File: config.mk
export PLATFORM = sky130hd
export DESIGN_NAME = phe_fifo
export DESIGN_NICKNAME = d
export VERILOG_FILES = /design/src/sv/phe_pkg.sv /design/src/sv/phe_fifo.sv
export SDC_FILE = /design/constraint.sdc
export NUM_CORES = 1
export LEC_CHECK = 0
export CORE_MARGIN = 2
export CORE_UTILIZATION = 40
export CTS_BUF_LIST = sky130_fd_sc_hd__clkbuf_4
export DETAILED_ROUTE_END_ITERATION = 10
export DONT_BUFFER_PORTS = 1
export SLEW_MARGIN = 20
export SYNTH_ARGS = -nofsm -noshare
export SYNTH_HDL_FRONTEND = slang
export SYNTH_SLANG_ARGS = --single-unit
File: constraint.sdc
create_clock -name aclk -period 20 [get_ports aclk]
set_input_delay 4 -clock aclk [delete_from_list [all_inputs] [get_ports aclk]]
set_output_delay 4 -clock aclk [all_outputs]
set_load 0.1 [all_outputs]
File: src/sv/phe_pkg.sv
// shared constants, types and helpers of the piecewise hazard evaluator
package phe_pkg;

    localparam int NUM_INTERVALS        = 16;
    localparam int NUM_TD_COVARIATES    = 4;
    localparam int NUM_FIXED_COVARIATES = 4;

    localparam int TD_DEPTH = NUM_TD_COVARIATES * NUM_INTERVALS;
    localparam int FX_DEPTH = (NUM_FIXED_COVARIATES > 0) ? NUM_FIXED_COVARIATES : 1;
    localparam int IW       = (NUM_INTERVALS > 1) ? $clog2(NUM_INTERVALS) : 1;
    localparam int TD_AW    = (TD_DEPTH > 1) ? $clog2(TD_DEPTH) : 1;
    localparam int TC_AW    = (NUM_TD_COVARIATES > 1) ? $clog2(NUM_TD_COVARIATES) : 1;
    localparam int FX_AW    = (FX_DEPTH > 1) ? $clog2(FX_DEPTH) : 1;
    localparam int CNT_W    = (TC_AW > FX_AW) ? TC_AW : FX_AW;

    localparam int QUEUE_DEPTH = 2;
    localparam int QAW         = (QUEUE_DEPTH > 1) ? $clog2(QUEUE_DEPTH) : 1;
    localparam int QCW         = $clog2(QUEUE_DEPTH + 1);

    // exponential: x = k*ln2 + r, ln2 in q16.16
    localparam int          LN2_Q16    = 45426;
    localparam int          EXP_BIAS_K = 47276;
    localparam logic [32:0] EXP_BIAS   = 33'(64'(LN2_Q16) * 64'(EXP_BIAS_K));
    localparam logic [63:0] K_RECIP_W  = (64'd1 << 48) / 64'd45426;
    localparam logic [32:0] K_RECIP    = K_RECIP_W[32:0];
    localparam int          EXP_TERMS  = 12;

    typedef enum logic [2:0] {
        OP_TD_COEF = 3'd0,
        OP_WIDTH   = 3'd1,
        OP_FX_COEF = 3'd2,
        OP_TD_COV  = 3'd3,
        OP_FX_COV  = 3'd4,
        OP_EVAL    = 3'd5
    } op_t;

    typedef struct packed {
        op_t                op;
        logic [5:0]         index;
        logic signed [31:0] data;
        logic [IW-1:0]      t0;
        logic [31:0]        x0;
        logic [IW-1:0]      t1;
        logic [31:0]        x1;
        logic               last;
    } cmd_t;

    typedef enum logic [4:0] {
        ST_IDLE, ST_FX_MUL, ST_FX_ACC, ST_FX_END, ST_TD_RD, ST_TD_MUL, ST_TD_ACC,
        ST_EXP_GO, ST_EXP_WAIT, ST_TIME_MUL, ST_TIME_ACC, ST_WID_MUL, ST_WID_ACC,
        ST_FIN, ST_SC0_MUL, ST_SC0, ST_SC1_MUL, ST_SC1, ST_OUT
    } back_state_t;

    typedef enum logic [1:0] {PH_LP0, PH_LP1, PH_K, PH_FE} phase_t;

    typedef enum logic [2:0] {EX_IDLE, EX_KFIX, EX_T1, EX_T2, EX_T3, EX_SH} exp_state_t;

    // floor(2^32 / n) for the taylor term divisions
    function automatic logic [32:0] term_recip(input logic [3:0] n);
        logic [32:0] v;
        case (n)
            4'd1:    v = 33'd4294967296;
            4'd2:    v = 33'd2147483648;
            4'd3:    v = 33'd1431655765;
            4'd4:    v = 33'd1073741824;
            4'd5:    v = 33'd858993459;
            4'd6:    v = 33'd715827882;
            4'd7:    v = 33'd613566756;
            4'd8:    v = 33'd536870912;
            4'd9:    v = 33'd477218588;
            4'd10:   v = 33'd429496729;
            4'd11:   v = 33'd390451572;
            4'd12:   v = 33'd357913941;
            default: v = 33'd0;
        endcase
        return v;
    endfunction

    function automatic logic [IW-1:0] clamp_interval(input logic [3:0] t);
        logic [6:0] t7;
        logic [6:0] c7;
        t7 = 7'(t);
        c7 = (t7 >= 7'(NUM_INTERVALS)) ? 7'(NUM_INTERVALS - 1) : t7;
        return IW'(c7);
    endfunction

    function automatic logic out_of_s32(input logic signed [63:0] v);
        return (v > 64'sd2147483647) || (v < -64'sd2147483648);
    endfunction

    function automatic logic signed [31:0] sat_s32(input logic signed [63:0] v);
        logic signed [31:0] r;
        if (v > 64'sd2147483647) begin
            r = 32'sh7FFFFFFF;
        end else if (v < -64'sd2147483648) begin
            r = 32'sh80000000;
        end else begin
            r = v[31:0];
        end
        return r;
    endfunction

    function automatic logic out_of_u32(input logic signed [63:0] v);
        return (v < 64'sd0) || (v > 64'sh00000000FFFFFFFF);
    endfunction

    function automatic logic [31:0] clamp_u32(input logic signed [63:0] v);
        logic [31:0] r;
        if (v < 64'sd0) begin
            r = 32'd0;
        end else if (v > 64'sh00000000FFFFFFFF) begin
            r = 32'hFFFFFFFF;
        end else begin
            r = v[31:0];
        end
        return r;
    endfunction

endpackage

File: src/sv/phe_fifo.sv
// short command queue between front end and back end
module phe_fifo (
    input  logic          aclk,
    input  logic          aresetn,
    input  logic          push,
    input  phe_pkg::cmd_t din,
    input  logic          pop,
    output phe_pkg::cmd_t dout,
    output logic          empty,
    output logic          full
);

    phe_pkg::cmd_t                  entries_reg [phe_pkg::QUEUE_DEPTH];
    logic [phe_pkg::QAW-1:0]        wptr_reg, wptr_next;
    logic [phe_pkg::QAW-1:0]        rptr_reg, rptr_next;
    logic [phe_pkg::QCW-1:0]        count_reg, count_next;
    logic                           do_push, do_pop;

    assign empty   = count_reg == phe_pkg::QCW'(0);
    assign full    = count_reg == phe_pkg::QCW'(phe_pkg::QUEUE_DEPTH);
    assign do_push = push && !full;
    assign do_pop  = pop && !empty;
    assign dout    = entries_reg[rptr_reg];

    always_comb begin
        wptr_next  = wptr_reg;
        rptr_next  = rptr_reg;
        count_next = count_reg;
        if (do_push) begin
            wptr_next = (wptr_reg == phe_pkg::QAW'(phe_pkg::QUEUE_DEPTH - 1)) ?
                        phe_pkg::QAW'(0) : wptr_reg + phe_pkg::QAW'(1);
        end
        if (do_pop) begin
            rptr_next = (rptr_reg == phe_pkg::QAW'(phe_pkg::QUEUE_DEPTH - 1)) ?
                        phe_pkg::QAW'(0) : rptr_reg + phe_pkg::QAW'(1);
        end
        if (do_push && !do_pop) begin
            count_next = count_reg + phe_pkg::QCW'(1);
        end else if (do_pop && !do_push) begin
            count_next = count_reg - phe_pkg::QCW'(1);
        end
    end

    always_ff @(posedge aclk) begin
        if (!aresetn) begin
            wptr_reg  <= '0;
            rptr_reg  <= '0;
            count_reg <= '0;
        end else begin
            wptr_reg  <= wptr_next;
            rptr_reg  <= rptr_next;
            count_reg <= count_next;
        end
    end

    always_ff @(posedge aclk) begin
        if (do_push) begin
            entries_reg[wptr_reg] <= din;
        end
    end

endmodule

Word level (Yosys, flattened, before mapping)
Memories as Yosys holds them, arrays and structs flattened. A register that Yosys moved wholly into a read port is not among the register bits.
Index checks and enable logic that the tools add are counted.
{ "classes": {"bitwise_logic": 0, "addsub": 4, "n_reduce_logical": 10, "div": 0, "n_eq_ne": 1, "multipliers": 0, "shift": 0, "muxes": 8, "magnitude_cmp": 0} }
{ "ops": {"columns": ["cell", "n"], "rows": [
  ["2-to-1 mux 1 bit", 6],
  ["logical AND 1 bit", 4],
  ["logical NOT 1 bit", 4],
  ["2-to-1 mux 2 bit", 2],
  ["adder 1 bit (second input constant)", 2],
  ["adder 2 x 1 -> 2 bit (second input constant)", 1],
  ["equality test 2 bit (second input constant)", 1],
  ["logical NOT 2 bit", 1],
  ["nonzero test 2 bit", 1],
  ["subtractor 2 x 1 -> 2 bit (second input constant)", 1]
]} }
{ "word_totals": {"rom_bits": 0, "mem_bits_rw": 228, "elab_cells": 27, "memories": 1, "latch_bits": 0, "reg_bits": 4} }
{ "mem_list": {"columns": ["memory", "words", "width", "rd", "rd_clocked_by_memory_dff", "write_ports", "line_no", "source"], "rows": [
  ["entries_reg", 2, 114, 1, 1, 1, "phe_fifo.sv:13", "phe_pkg::cmd_t entries_reg [phe_pkg::QUEUE_DEPTH];"]
]} }

Longest topological paths before layout
{ "logic_depth": {"depth_word": 7, "depth_mapped": 7, "depth_no_buf": 7} }

Worst setup path before layout
Ideal clock, no wire load.
{ "synth_timing": {"kind": "input port to flip-flop", "from": "input push", "to": "memory entries_reg[0][0] (netlist bit) (enable)", "setup_time_ns": 0.568, "setup_slack_ns": 10.949, "n_path_buf": 0, "arrival_ns": 8.483, "t_required_ns": 19.432, "cell_stages": 2, "cell_sequence": "inv_1 > nor3_2"} }
{ "synth_via": {"elab_chain_len": 3} }
{ "synth_lines": {"columns": ["element", "line_no", "source"], "rows": [
  ["start: declaration", "phe_fifo.sv:5", "input logic push,"],
  ["logical AND 1 bit", "phe_fifo.sv:21", "assign do_push = push && !full;"],
  ["2-to-1 mux 1 bit", "phe_fifo.sv:57", "if (do_push) begin"],
  ["2-to-1 mux 1 bit (not written as such)", "phe_fifo.sv:58", "entries_reg[wptr_reg] <= din;"],
  ["end: declaration", "phe_fifo.sv:13", null]
]} }
Every way passes these cells.

==> results.md <==
* Post-synthesis register bit count at 233
* Slew HR at 0.2549
* Syn Area/Cell at 22.92 µm²
* Area leader, netlist: edfxtp_1
* Synth Instances at 380
* DR WL/cell at 19.77 µm
* Critical Path Max Stage Delay at 0.87 ns
* Overflow after GRT at 0
* Crit start category: register
* CTS sink cnt at 233
* Fillers at 1845
* Met2 Usage GRT at 0.2095
* Pre-CTS setup slack at 13.25 ns
* Outcome: finished, final reports clean
* Die Span Y at 151.6 µm
* # DRC at 0
* WP data arrival at 3.19 ns
* Largest net degree at the start of global routing at 62
* Share of cells above drive strength 1 at 0.4362
* Hold-fix buffers, CTS at 0
* Final WS setup at 12.81 ns
* Critical path, cell by cell: buf_4, mux2_2
* Area of the multi-input gates at 1649 µm²
* Layout net count at 549
* Max reg flops at 228
* Crit end category: output port
* Clock buffer depth at 3
* Clk pin slew, worst setup/hold paths at 0.07 ns
* Synth top area share at 0.7862
* Worst skew pair latency at 0.63 ns
* Synthesis-to-finish area growth at 11.03%
* Global-route wire length before repair at 21.40 mm
* Met3 usage at 0.08353
* Syn Nets at 499
* # Post-CTS Setup Buffers at 0
* Root buffer cell: clkbuf_4
* Number of global-route vias before repair at 4103
* CTS tree: built
* Vias per std cell at 4.909
* Total core area at 21220 µm²
* Final worst-path cycle share at 0.3593
* First-pass DRT Iterations at 4
* Critical path class: reg2out
* Synthesis warning total at 0
* Fmax at 0.1391 GHz
* Crit-path max FO at 59
* GRT Max-Usage Layer: met2
* Initial core utilization at 0.4104
* CTS buffer count at 57
* H-Tree Depth at 2
* Via count at 3657
* Dpl hpwl at 9.593 mm
* Cell variety after synth at 23
* Row count at 53
* Inserted Diodes at 0
* Setup violation total in the final timing report at 0
* Storage element area at 6950 µm²
* Fin util at 0.4557
* I/O Buffers at 0
* RSZ-0062 raised after global routing: false
* Max-cap violation count at 0
* Pins Over Slew Limit at 0
* Initial antenna violation count at 0
* Horiz. Die Dim at 151.6 µm
* Seq/Total Area, Yosys at 0.7977
* Final wirelength at 14.73 mm
* Num ports at 234
* Routed Antenna Nets at 0
* Largest cells by area after synthesis: edfxtp_1, mux2_4, mux2_2, dfxtp_1, buf_6
* Die area at 22970 µm²
* CP required at 16.00 ns
* Min cycle time layout at 7.187 ns
* Hold Path Class: reg2reg
* GPL Wtd Cong at 0.6670
* Measured slew at the worst slew-check pin at 1.116 ns
* Met1 usage at 0.1143
* Cell Area, Synth at 8708 µm²
* DR iter-0 viols at 133
* Resized Gates After CTS at 0
* CP max-delay cell: dfxtp_4
* Gr usage total at 0.1232
* Final setup TNS at 0 ns
* Count of final hold-check violations at 0
* Worst Skew at 0.03811 ns
## worst max-delay path, delay by kind of cell, from the launching register on
kind | cells | cell delay [ns]
flip-flops | 1 | 0.87
multiplexers | 1 | 0.68
buffers and inverters | 1 | 0.86
## layer usage
metal / share of wire / wire length (µm)
met1: 0.32 / 4667
met2: 0.50 / 7398
met3: 0.16 / 2422
met4: 0.016 / 242
met5: 0 / 0
## worst paths after layout
check	startpoint	cells after the start	to	slack [ns]
worst max-delay path	register	2	dout[100]	12.81
worst min-delay path	count_reg[1]	2	count_reg[1]	0.53
worst max register to register	count_reg[0]	5	entries_reg[0][61]	16.49
worst min register to register	count_reg[1]	2	count_reg[1]	0.53
## through the flow
stage / cells / cell area [µm²] / hold WS (ns)
2_1_floorplan: 380 / 8708 / 0.4833
3_3_place_gp: 646 / 8981 / 0.5102
3_5_place_dp: 646 / 8981 / 0.5324
4_1_cts: 745 / 9669 / 0.5454
5_1_grt: 745 / 9669 / 0.5844
6_report: 745 / 9669 / 0.5348
## cell families after synthesis
group                      Yosys count  synth area share
DFF                                233            0.7977
AOI/OAI and AO/OA                    5          0.003735
buffers and inverters               15           0.01451
adders and majority gates            1          0.001437
xor gates and xnor gates             3          0.003018
muxes                              114            0.1733
and+or+nand+nor                      9          0.006324
## synthesized netlist by cell type, drive strengths merged
library cell	n
and3	1
nor3	1
o21ai	2
or3	1
mux2	114
inv	2
edfxtp	228
ha	1
o21a	1
and2	3
nand2b	1
buf	13
dfxtp	5
xnor2	2
xor2	1
nor2	2
a21boi	2
## placed cells by master, fill, tap and decap left out, types with 2 or more instances in the layout
master | netlist | routed
dfxtp_1 | 5 | 4
and2_1 | 3 | 3
mux2_2 | 54 | 54
edfxtp_1 | 228 | 228
buf_4 | 0 | 4
xnor2_1 | 2 | 2
inv_2 | 1 | 2
mux2_4 | 60 | 60
clkinv_2 | 0 | 4
clkinv_1 | 0 | 17
clkbuf_4 | 0 | 76
## cell type report
class                   count  area share
repair buffers              4    0.003106
inverters                   2   0.0007764
clock buffers              76     0.05901
clock inverters            23     0.01216
multi-input cells         132      0.1705
flip-flops and latches    233      0.7188
well taps                 275     0.03558
Power is left out: the tool's default activity adds up to more than one toggle a clock period on the data nets, which glitch-free logic cannot reach.
